[src/hw/rtl/sdt_div.sv]
`timescale 1ns / 1ps
`default_nettype none

// Restoring divider, one quotient bit per cycle.
module sdt_div #(
    parameter int DVD_W = 30,
    parameter int DVS_W = 7
) (
    input  logic             clk,
    input  logic             rst_n,
    input  logic             start,
    input  logic [DVD_W-1:0] dividend,
    input  logic [DVS_W-1:0] divisor,
    output logic             done,
    output logic [DVD_W-1:0] quotient
);

    localparam int CW = $clog2(DVD_W);

    logic             busy_reg;
    logic             done_reg;
    logic [CW-1:0]    cnt_reg;
    logic [DVD_W-1:0] quo_reg;
    logic [DVS_W-1:0] rem_reg;
    logic [DVS_W-1:0] dvs_reg;
    logic [DVS_W:0]   rem_sh;
    logic             ge;
    logic [DVS_W-1:0] rem_next;

    always_comb
    begin
        rem_sh   = {rem_reg, quo_reg[DVD_W-1]};
        ge       = rem_sh >= {1'b0, dvs_reg};
        rem_next = ge ? DVS_W'(rem_sh - {1'b0, dvs_reg}) : rem_sh[DVS_W-1:0];
    end

    always_ff @(posedge clk or negedge rst_n)
    begin
        if (!rst_n)
        begin
            busy_reg <= 1'b0;
            done_reg <= 1'b0;
            cnt_reg  <= '0;
        end
        else
        begin
            done_reg <= 1'b0;
            if (start)
            begin
                busy_reg <= 1'b1;
                cnt_reg  <= CW'(DVD_W - 1);
            end
            else if (busy_reg)
            begin
                if (cnt_reg == '0)
                begin
                    busy_reg <= 1'b0;
                    done_reg <= 1'b1;
                end
                else
                begin
                    cnt_reg <= cnt_reg - 1'b1;
                end
            end
        end
    end

    always_ff @(posedge clk)
    begin
        if (start)
        begin
            quo_reg <= dividend;
            rem_reg <= '0;
            dvs_reg <= divisor;
        end
        else if (busy_reg)
        begin
            quo_reg <= {quo_reg[DVD_W-2:0], ge};
            rem_reg <= rem_next;
        end
    end

    assign done     = done_reg;
    assign quotient = quo_reg;

endmodule

`default_nettype wire

[config.mk]
export PLATFORM = sky130hd
export DESIGN_NAME = sdt_div
export DESIGN_NICKNAME = d
export VERILOG_FILES = /design/src/hw/rtl/sdt_div.sv
export SDC_FILE = /design/constraint.sdc
export NUM_CORES = 1
export LEC_CHECK = 0
export BUFFER_PORTS_ARGS = -buffer_cell sky130_fd_sc_hd__buf_2
export CORE_ASPECT_RATIO = 1.25
export CORE_MARGIN = 1
export CORE_UTILIZATION = 50
export CTS_CLUSTER_DIAMETER = 50
export CTS_CLUSTER_SIZE = 24
export DETAILED_ROUTE_END_ITERATION = 16
export PLACE_DENSITY_LB_ADDON = 0.25
export SYNTH_ARGS = -nofsm -noshare
export SYNTH_HDL_FRONTEND = slang
export SYNTH_SLANG_ARGS = --single-unit
[constraint.sdc]
create_clock -name clk -period 3.3 [get_ports clk]
set_input_delay 0.165 -clock clk [delete_from_list [all_inputs] [get_ports clk]]
set_output_delay 0.165 -clock clk [all_outputs]
set_load 0.01 [all_outputs]
Yosys cells after proc, flatten, opt, wreduce, memory -nomap -nowiden
Index checks and enable logic that the tools add are counted.

storage, ports and cells
  register bits = 51
  input bits = 40
  logic and storage cells = 25

cells by class
  $add $sub $neg = 2
  order comparisons = 1
  equality and inequality tests = 1
  mux-type cells = 12
  reductions and logical operators = 3

operators by type and width
  cell                                               number
  two-way mux 30 bit                                 2
  two-way mux 5 bit                                  3
  greater-or-equal comparator 8 x 7 -> 1 bit         1
  two-way mux 7 bit                                  1
  subtractor 7 bit                                   1
  two-way mux 1 bit                                  6
  logical NOT 5 bit                                  1
  subtractor 5 x 1 -> 5 bit (second input constant)  1
  != test 2 bit (second input constant)              1
  AND reduction 2 bit                                1
  nonzero test 2 bit                                 1

Depth between registers and ports, before layout
Gate-level depths: netlist of the first run.

  word-level depth = 4
  depth in mapped cells = 9
  depth with buffers taken out = 7

Worst setup path before layout of the first run
Ideal clock, no wire load.

  kind = register -> register
  start point = reg quo_reg[29], in the netlist quotient[29]
  end point = reg rem_reg[0]
  library setup time = 0.088 ns
  data arrival time = 2.121 ns
  required time = 3.212 ns
  path slack = 1.090 ns
  cell stages (with the launch flop) = 10
  cell sequence = edfxtp_1 inv_1 ha_1 fa_1 nand2b_1 a211o_1 buf_6 and3_1 buf_6 a311oi_2

on the way
  longest elaborated chain between the ends = 2
  elaborated cells between the ends (all ways) = 3
  classes of those cells = 1 x add/sub; 1 x order compare; 1 x mux

ends and longest elaborated chain
  element                                                                                RTL line  RTL
  start, declared                                                                        23        logic [DVD_W-1:0] quo_reg;
  start signal, assigned                                                                 72        quo_reg <= dividend;
  start signal, assigned                                                                 78        quo_reg <= {quo_reg[DVD_W-2:0], ge};
  subtractor 7 bit / greater-or-equal comparator 8 x 7 -> 1 bit (equally long branches)  34, 33
  two-way mux 7 bit (*)                                                                  34        rem_next = ge ? DVS_W'(rem_sh - {1'b0, dvs_reg}) : rem_sh[DVS_W-1:0];
  end signal, assigned                                                                   79        rem_reg <= rem_next;
  end, declared                                                                          24        logic [DVS_W-1:0] rem_reg;

Every way passes the cells marked *; elsewhere a longest branch is shown, timed or not.
A chain may end at the register's enable or synchronous reset.

Final worst setup path of the first run
  start point = reg quo_reg[29], in the netlist quotient[29]
  end point = reg rem_reg[2]

Same word-level chain as after synthesis.

==> results of run 1 <==
[worst paths after layout]
| kind | startpoint | endpoint | slack, ps |
|---|---|---|---|
| setup / recovery | quotient[29] | rem_reg[2] | 1010 |
| setup reg to reg | quotient[29] | rem_reg[2] | 1010 |
| hold reg to reg | cnt_reg[4] | cnt_reg[4] | 500 |
| min in group asynchronous | rst_n | busy_reg | 230 |
| hold / removal | divisor[3] | dvs_reg[3] | 30 |
| max in group asynchronous | rst_n | cnt_reg[1] | 2910 |
[worst max-delay path: stages, from the launching register on]
cell	delay, ps
edfxtp_1	350
inv_1	70
ha_1	220
fa_1	410
nand2b_1	180
a211o_1	370
and3_1	310
a311oi_2	300
[cell families after synthesis]
logic type	count (synthesis)
AOI/OAI and AO/OA	40
xor gates and xnor gates	2
adders and majority gates	9
buffers and inverters	24
DFF	51
muxes	30
and+or+nand+nor	48
[where the power goes]
part           total (mW)  switching, mW  internal, mW
Combinational       0.666          0.347         0.319
Sequential          0.856         0.0620         0.794
Clock               0.387          0.195         0.192
[per-stage QoR]
step / area, um^2 / power (mW) / std cells / worst slack, ps
finish: 3100 / 1.91 / 337 / 1010
global route: 3100 / 2.04 / 337 / 930
CTS: 3100 / 1.92 / 337 / 1020
detailed placement: 2990 / 1.53 / 328 / 1060
global placement: 2990 / 1.52 / 328 / 1110
floorplan: 2610 / 1.38 / 204 / 1090
[placed cells by master (no fill, tap or decap), types with 2 or more instances in the layout]
master     n
a41oi_1    4
dfxtp_1    7
nand2b_1   3
ha_1       8
nor2b_1    4
edfxtp_1  37
a21oi_1    2
and3_1     3
inv_1     14
nand2_1    7
o21ai_0    5
clkbuf_8   7
dfrtp_1    7
a211oi_1   2
a31oi_1    2
nor3b_1    7
buf_4      2
o31ai_1    2
buf_2     70
o21a_1     2
nand4_1    2
mux2_2    29
nor3_1     3
nor2_1    11
a21o_1     5
o21bai_1   3
or2_2      3
xnor2_1    2
a311oi_2   2
[area by class of cell]
cell class,count,area (um^2)
sequential,51,1430
inverter,14,52.6
clock buffer,8,100
tap,62,77.6
fill,416,1940
multi-input combinational,129,1070
timing repair buffer,73,375
[routing by layer]
layer	vias up	global-route usage [%]	share of wire, %
li1	902	-	-
met1	865	23.6	42
met2	62	31.3	50
met3	7	5.22	6.0
met4	0	7.87	1.6
met5	-	0	0
==> results.sh, run 1 <==
export IMPL_hp_class="input pin to register"
export IMPL_clk_path_buf_depth=2
export IMPL_grt_max_degree=45
export IMPL_largest_register_ffs=30
export IMPL_cts_tree="done"
export IMPL_port_buffers=70
export IMPL_h_tree_depth=2
export IMPL_initial_core_util_pct=51.6
export IMPL_cap_violations=0
export IMPL_setup_violations=0
export IMPL_peakVddDrop_mv=0.399
export IMPL_n_antenna_cell=0
export IMPL_first_pass_iters=4
export IMPL_synth_ff_type="edfxtp_1"
export IMPL_synth_compound_area_share_pct=12.6
export IMPL_wire_per_inst_um=14.5
export IMPL_yosysSeqAreaShare_pct=54.8
export IMPL_synth_simple_gate_area_share_pct=10.2
export IMPL_ys_warn_count=0
export IMPL_fin_crit_ps=2290
export IMPL_syn_area_um2=2600
export IMPL_path_max_fanout=9
export IMPL_drc_errors=0
export IMPL_setup_tns_ps=0
export IMPL_yosys_area_share_xor_xnor_pct=0.672
export IMPL_yosysUniqueCellTypes=48
export IMPL_gp_congestion=0.746
export IMPL_grt_pass1_wl_um=7820
export IMPL_coreArea_um2=5040
export IMPL_io_pins=71
export IMPL_synth_edff_count=37
export IMPL_cp_arrival_ps=2510
export IMPL_vias=1836
export IMPL_syn_num_nets=253
export IMPL_tightest_slew_ps=636
export IMPL_critical_path_class="register to register"
export IMPL_drive_gt1_share_pct=42.9
export IMPL_start_kind="register"
export IMPL_hold_slack_ps=32.4
export IMPL_synthCells=204
export IMPL_synth_top_family_by_area="multiplexers"
export IMPL_rows=29
export IMPL_place_hpwl_um=3510
export IMPL_totalWireLength_um=4890
export IMPL_p_per_area_nw_per_um2=615
export IMPL_async_reset_ff_share_pct=13.7
export IMPL_fmax_ghz=0.436
export IMPL_final_util_pct=61.5
export IMPL_synthMuxAreaShare_pct=12.9
export IMPL_slew_limit_headroom_pct=57.6
export IMPL_outcome="finished, final reports clean"
export IMPL_r2r_cells=7
export IMPL_synth_seq_cells=51
export IMPL_synth_area_top_cells="edfxtp_1 43%, mux2_2 13%, dfrtp_1 6.7%, dfxtp_1 5.4%, ha_1 3.8%"
export IMPL_hold_buffers=1
export IMPL_cts_root_buf="clkbuf_8"
export IMPL_grt_ovfl_total=0
export IMPL_avgSynthCellArea_um2=12.8
export IMPL_cp_required_ps=3520
export IMPL_initialDrtViolationCount=57
export IMPL_clk_pin_slew_ps=90
export IMPL_cts_sink_count=51
export IMPL_grt_usage_pct=19.1
export IMPL_cts_made_buffers=5
export IMPL_hold_viol_final=0
export IMPL_p_leak_nw=1.34
export IMPL_synthToLayoutAreaGrowth_pct=19.1
export IMPL_synthTopCellsByCount="37 x edfxtp_1, 29 x mux2_2, 14 x inv_1, 11 x nor2_1, 8 x ha_1"
export IMPL_maxSlewViolCount=0
export IMPL_fin_worst_skew_ps=8.92
export IMPL_post_cts_setup_buffers=0
export IMPL_die_height_um=82.7
export IMPL_post_route_period_util_pct=69.5
export IMPL_end_kind="register"
export IMPL_die_area_um2=5500
export IMPL_min_path_cells=1
export IMPL_cts_resized_gates=0
export IMPL_yosys_area_share_adder_pct=4.61
export IMPL_viasPerCell=5.45
export IMPL_dieWidth_um=66.6
export IMPL_ant_nets=0
export IMPL_post_synth_top_count_cell="edfxtp_1"
export IMPL_clkLatencyLatePin_ps=300
export IMPL_grt_pass1_vias=1802
export IMPL_grt_setup_unrepaired="false"
export IMPL_synth_top_cell_area_share_pct=42.7
export IMPL_final_nets=323
export IMPL_antenna_found_initial=0
export IMPL_yosysTopAreaCell="edfxtp_1"
(Power assumes the default switching activity.)
==> run 2: changes to the inputs <==
==> constraint.sdc (replaced) <==
create_clock -name clk -period 2.3 [get_ports clk]
set_input_delay 0.115 -clock clk [delete_from_list [all_inputs] [get_ports clk]]
set_output_delay 0.115 -clock clk [all_outputs]
set_load 0.01 [all_outputs]
==> results.sh, run 2 (synthesized netlist as in run 1, its figures left out) <==
export IMPL_cp_arrival_ps=2390
export IMPL_grt_setup_unrepaired="false"
export IMPL_cap_violations=0
export IMPL_n_antenna_cell=0
export IMPL_r2r_start="quotient[29]"
export IMPL_initial_core_util_pct=51.6
export IMPL_pwr_share_comb_pct=37.0
export IMPL_outcome="finished, final reports clean"
export IMPL_cts_root_buf="clkbuf_8"
export IMPL_synthToLayoutAreaGrowth_pct=22.3
export IMPL_vias=1878
export IMPL_layout_common_cells="70 x buf_2, 37 x edfxtp_1, 29 x mux2_2"
export IMPL_hold_viol_final=0
export IMPL_hold_start="dividend[6]"
export IMPL_coreArea_um2=5040
export IMPL_initialDrtViolationCount=68
export IMPL_grt_ovfl_total=0
export IMPL_ff_latch_area_um2=1430
export IMPL_p_leak_nw=1.37
export IMPL_drc_errors=0
export IMPL_die_area_um2=5500
export IMPL_slowest_delay_ps=410
export IMPL_ant_nets=0
export IMPL_drive_gt1_share_pct=41.8
export IMPL_place_ws_ps=135
export IMPL_cp_required_ps=2520
export IMPL_path_max_fanout=8
export IMPL_switchingPower_mw=0.884
export IMPL_critPathSlowestCell="fa_1"
export IMPL_finalInstanceArea_um2=3190
export IMPL_final_nets=333
export IMPL_first_pass_iters=4
export IMPL_place_area_um2=3030
export IMPL_wire_per_inst_um=15.0
export IMPL_grt_usage_pct=20.3
export IMPL_clk_path_buf_depth=2
export IMPL_cp_cell_sequence="inv_1 -> ha_1 -> fa_1 -> nand2b_1 -> a211o_1 -> buf_4 -> a31o_2 -> o21ai_0"
export IMPL_layout_commonest_cell="buf_2"
export IMPL_place_hpwl_um=3700
export IMPL_clk_pin_slew_ps=90
export IMPL_fin_worst_skew_ps=3.58
export IMPL_grt_max_degree=54
export IMPL_die_height_um=82.7
export IMPL_total_power_mw=2.73
export IMPL_largest_register_ffs=30
export IMPL_nFillCells=401
export IMPL_setup_tns_ps=0
export IMPL_totalWireLength_um=5210
export IMPL_maxSlewViolCount=0
export IMPL_post_route_period_util_pct=94.2
export IMPL_start_kind="register"
export IMPL_intPower_mw=1.84
export IMPL_fin_crit_ps=2170
export IMPL_cts_tree="done"
export IMPL_worstSetupStartpoint="quotient[29]"
export IMPL_port_buffers=70
export IMPL_rows=29
export IMPL_peakVddDrop_mv=0.559
export IMPL_p_seq_share_pct=45.1
export IMPL_final_util_pct=63.2
export IMPL_multi_input_comb_area_um2=1070
export IMPL_gp_congestion=0.774
export IMPL_grt_pass1_vias=1748
export IMPL_netSwitchingFraction_pct=32.4
export IMPL_dieWidth_um=66.6
export IMPL_h_tree_depth=2
export IMPL_fin_ws_ps=134
export IMPL_setup_violations=0
export IMPL_tightest_slew_ps=451
export IMPL_slew_limit_headroom_pct=69.9
export IMPL_clkPwrFrac_pct=17.9
export IMPL_cts_made_buffers=5
export IMPL_antenna_found_initial=0
export IMPL_fmax_ghz=0.462
export IMPL_io_pins=71
export IMPL_hp_class="input pin to register"
export IMPL_grt_pass1_wl_um=8290
export IMPL_viasPerCell=5.41
export IMPL_end_kind="register"
export IMPL_cts_sink_count=51
export IMPL_clkLatencyLatePin_ps=300
export IMPL_p_per_area_nw_per_um2=856
export IMPL_critical_path_class="register to register"
==> run 2: worst max-delay path, delay by kind of cell, from the launching register on <==
kind	cells	cell delay, ps
AO/OA/AOI/OAI	3	700
adder cells (fa/ha/maj)	2	630
buffers and inverters	2	240
flip-flops	1	350
AND/OR/NAND/NOR	1	180
==> run 2: timing repair <==
item	4_1_cts	5_1_grt
setup buffers	0	0
resized for setup	0	0
endpoints found under the setup margin	0	0
hold endpoints to repair	14	0
hold buffers	8	0
==> run 2: final cells by class <==
type / instances / share of cell area, %
Inverter: 14 / 1.65
Timing Repair Buffer: 83 / 15.1
Sequential cell: 51 / 44.8
Tap cell: 62 / 2.43
Clock buffer: 8 / 2.51
Multi-Input combinational cell: 129 / 33.6
==> run 2: worst paths after layout <==
kind | end | depth (start not counted) | slack (ps)
min in group asynchronous | cnt_reg[4] | 2 | 180
min | quotient[6] | 2 | 110
max in group asynchronous | cnt_reg[1] | 2 | 1960
min reg2reg | cnt_reg[4] | 1 | 500
max reg2reg | rem_reg[6] | 8 | 130
max | rem_reg[6] | 8 | 130
==> run 2: power groups by stage <==
| stage | registers [mW] | clock network, mW | logic (mW) |
|---|---|---|---|
| floorplan | 1.26 | 0 | 0.724 |
| global placement | 1.25 | 0 | 0.972 |
| detailed placement | 1.25 | 0 | 0.987 |
| CTS | 1.23 | 0.500 | 1.01 |
| global route | 1.25 | 0.538 | 1.13 |
| finish | 1.23 | 0.488 | 1.01 |
==> run 2: metrics by stage <==
| stage | hold slack [ps] | cells |
|---|---|---|
| finish | 112 | 347 |
| global route | 97.8 | 347 |
| floorplan | -181 | 204 |
| detailed placement | -42.4 | 331 |
| CTS | 104 | 347 |
| global placement | -47.2 | 331 |
==> run 2: layer usage <==
metal,up-vias,share of wire [%],GRT usage [%]
li1,922,-,-
met1,893,42,25.7
met2,56,50,34.0
met3,7,6.0,4.67
met4,0,1.2,7.02
met5,-,0,0
==> run 3: changes to the inputs <==
--- a/config.mk
+++ b/config.mk
@@ -8,11 +8,12 @@
 export BUFFER_PORTS_ARGS = -buffer_cell sky130_fd_sc_hd__buf_2
 export CORE_ASPECT_RATIO = 1.25
 export CORE_MARGIN = 1
-export CORE_UTILIZATION = 50
+export CORE_UTILIZATION = 47
 export CTS_CLUSTER_DIAMETER = 50
 export CTS_CLUSTER_SIZE = 24
 export DETAILED_ROUTE_END_ITERATION = 16
 export PLACE_DENSITY_LB_ADDON = 0.25
+export SKIP_LAST_GASP = 1
 export SYNTH_ARGS = -nofsm -noshare
 export SYNTH_HDL_FRONTEND = slang
 export SYNTH_SLANG_ARGS = --single-unit
==> constraint.sdc (replaced) <==
create_clock -name clk -period 1.8 [get_ports clk]
set_input_delay 0.09 -clock clk [delete_from_list [all_inputs] [get_ports clk]]
set_output_delay 0.09 -clock clk [all_outputs]
set_load 0.01 [all_outputs]
==> results.sh, run 3 (synthesized netlist as in run 1, its figures left out) <==
export IMPL_outcome="finished, violations left"
export IMPL_violations="negative setup slack"
export IMPL_total_power_mw=3.68
export IMPL_clk_path_buf_depth=2
export IMPL_p_per_area_nw_per_um2=1100
export IMPL_rows=29
export IMPL_die_height_um=85.2
export IMPL_drive_gt1_share_pct=47.5
export IMPL_cts_sink_count=51
export IMPL_initialDrtViolationCount=87
export IMPL_hold_viol_final=0
export IMPL_ant_nets=0
export IMPL_largest_register_ffs=30
export IMPL_cts_made_buffers=5
export IMPL_clkLatencyLatePin_ps=300
export IMPL_end_kind="register"
export IMPL_netSwitchingFraction_pct=32.4
export IMPL_vias=1945
export IMPL_post_route_period_util_pct=108
export IMPL_cp_cell_sequence="ha_4 -> fa_2 -> nand2b_4 -> a211o_1 -> buf_4 -> a31oi_1 -> a311oi_2"
export IMPL_dp_cells=343
export IMPL_cp_required_ps=1960
export IMPL_layout_commonest_cell="buf_2"
export IMPL_coreArea_um2=5190
export IMPL_path_delay_family="compound AO/OA/AOI/OAI gates"
export IMPL_critPathSlowestCell="edfxtp_1"
export IMPL_fin_worst_skew_ps=14.0
export IMPL_n_antenna_cell=0
export IMPL_setup_violations=8
export IMPL_p_leak_nw=1.44
export IMPL_path_max_fanout=4
export IMPL_pwr_share_comb_pct=39.0
export IMPL_slew_limit_headroom_pct=73.9
export IMPL_cap_violations=0
export IMPL_start_kind="register"
export IMPL_grt_usage_pct=20.4
export IMPL_clk_pin_slew_ps=100
export IMPL_antenna_found_initial=0
export IMPL_totalWireLength_um=5360
export IMPL_cts_tree="done"
export IMPL_p_seq_share_pct=42.9
export IMPL_final_cells=359
export IMPL_die_area_um2=5850
export IMPL_grt_pass1_wl_um=8970
export IMPL_post_cts_setup_buffers=0
export IMPL_gp_congestion=0.795
export IMPL_setup_tns_ps=-694
export IMPL_clkPwrFrac_pct=18.1
export IMPL_slowest_delay_ps=410
export IMPL_fin_crit_ps=1950
export IMPL_h_tree_depth=2
export IMPL_cts_root_buf="clkbuf_8"
export IMPL_final_nets=345
export IMPL_place_ws_ps=-131
export IMPL_hold_slack_ps=91.7
export IMPL_initial_core_util_pct=50.2
export IMPL_fin_ws_ps=-152
export IMPL_grt_ovfl_total=0
export IMPL_hp_class="input pin to register"
export IMPL_first_pass_iters=4
export IMPL_dieWidth_um=68.6
export IMPL_peakVddDrop_mv=0.712
export IMPL_grt_pass1_vias=1988
export IMPL_intPower_mw=2.49
export IMPL_grt_max_degree=42
export IMPL_viasPerCell=5.42
export IMPL_tightest_slew_ps=391
export IMPL_cp_arrival_ps=2110
export IMPL_synthToLayoutAreaGrowth_pct=28.2
export IMPL_wire_per_inst_um=14.9
export IMPL_switchingPower_mw=1.19
export IMPL_place_hpwl_um=3870
export IMPL_grt_setup_unrepaired="true"
export IMPL_layout_common_cells="70 x buf_2, 37 x edfxtp_1, 29 x mux2_2"
export IMPL_maxSlewViolCount=0
export IMPL_port_buffers=70
export IMPL_critPathBufInv=1
export IMPL_fmax_ghz=0.512
export IMPL_drc_errors=0
export IMPL_critical_path_class="register to register"
export IMPL_io_pins=71
[run 3: cell count changes in the layout (fill, tap and decap cells not counted), moves of 2 or more]
| cell | delta |
|---|---|
| a41oi_1 | -3 |
| a41oi_2 | +3 |
| buf_4 | +12 |
| clkbuf_1 | -3 |
| o21ai_0 | -2 |
| o21ai_1 | +2 |
[run 3: worst paths after layout]
path / startpoint / end / slack [ps] / cells after the start
setup reg to reg: dvs_reg[0] / rem_reg[0] / -150 / 7
max in group asynchronous: rst_n / done / 1490 / 2
hold / removal: dividend[3] / quotient[3] / 90 / 2
hold reg to reg: cnt_reg[4] / cnt_reg[4] / 500 / 1
min in group asynchronous: rst_n / busy_reg / 150 / 2
setup / recovery: dvs_reg[0] / rem_reg[0] / -150 / 7
[run 3: repair_timing]
item | CTS | global route
resized for setup | 2 | 1
pin swaps | 0 | 1
hold endpoints to repair | 14 | 0
hold buffers | 8 | 0
setup endpoints to repair | 8 | 8
[run 3: power groups by stage]
stage | Combinational, mW | Sequential [mW] | Clock (mW)
6_report | 1.44 | 1.58 | 0.665
5_1_grt | 1.58 | 1.60 | 0.721
4_1_cts | 1.42 | 1.58 | 0.685
3_5_place_dp | 1.38 | 1.60 | 0
3_3_place_gp | 1.36 | 1.60 | 0
2_1_floorplan | 0.971 | 1.61 | 0
[run 3: final cells by class]
| type | instances | area (um^2) |
|---|---|---|
| multi-input combinational | 129 | 1120 |
| inverter | 14 | 52.6 |
| tap | 62 | 77.6 |
| clock inverter | 2 | 11.3 |
| sequential | 51 | 1430 |
| clock buffer | 6 | 82.6 |
| timing repair buffer | 95 | 571 |
| fill | 403 | 1850 |
[run 3: worst register-to-register path, stage by stage, from the launching register on]
cell,delay [ps]
edfxtp_1,410
ha_4,180
fa_2,330
nand2b_4,150
a211o_1,300
buf_4,150
a31oi_1,230
a311oi_2,80
[run 3: routing by layer]
| layer | wire, um | global-route usage, % |
|---|---|---|
| met1 | 2340 | 26.5 |
| met2 | 2700 | 33.2 |
| met3 | 238 | 4.84 |
| met4 | 87 | 6.25 |
| met5 | 0 | 0 |
[run 3: per-stage QoR]
step	instance area, um^2	util (%)
finish	3340	64.4
global route	3340	64.4
CTS	3330	64.2
detailed placement	3140	60.6
global placement	3140	60.6
floorplan	2630	-
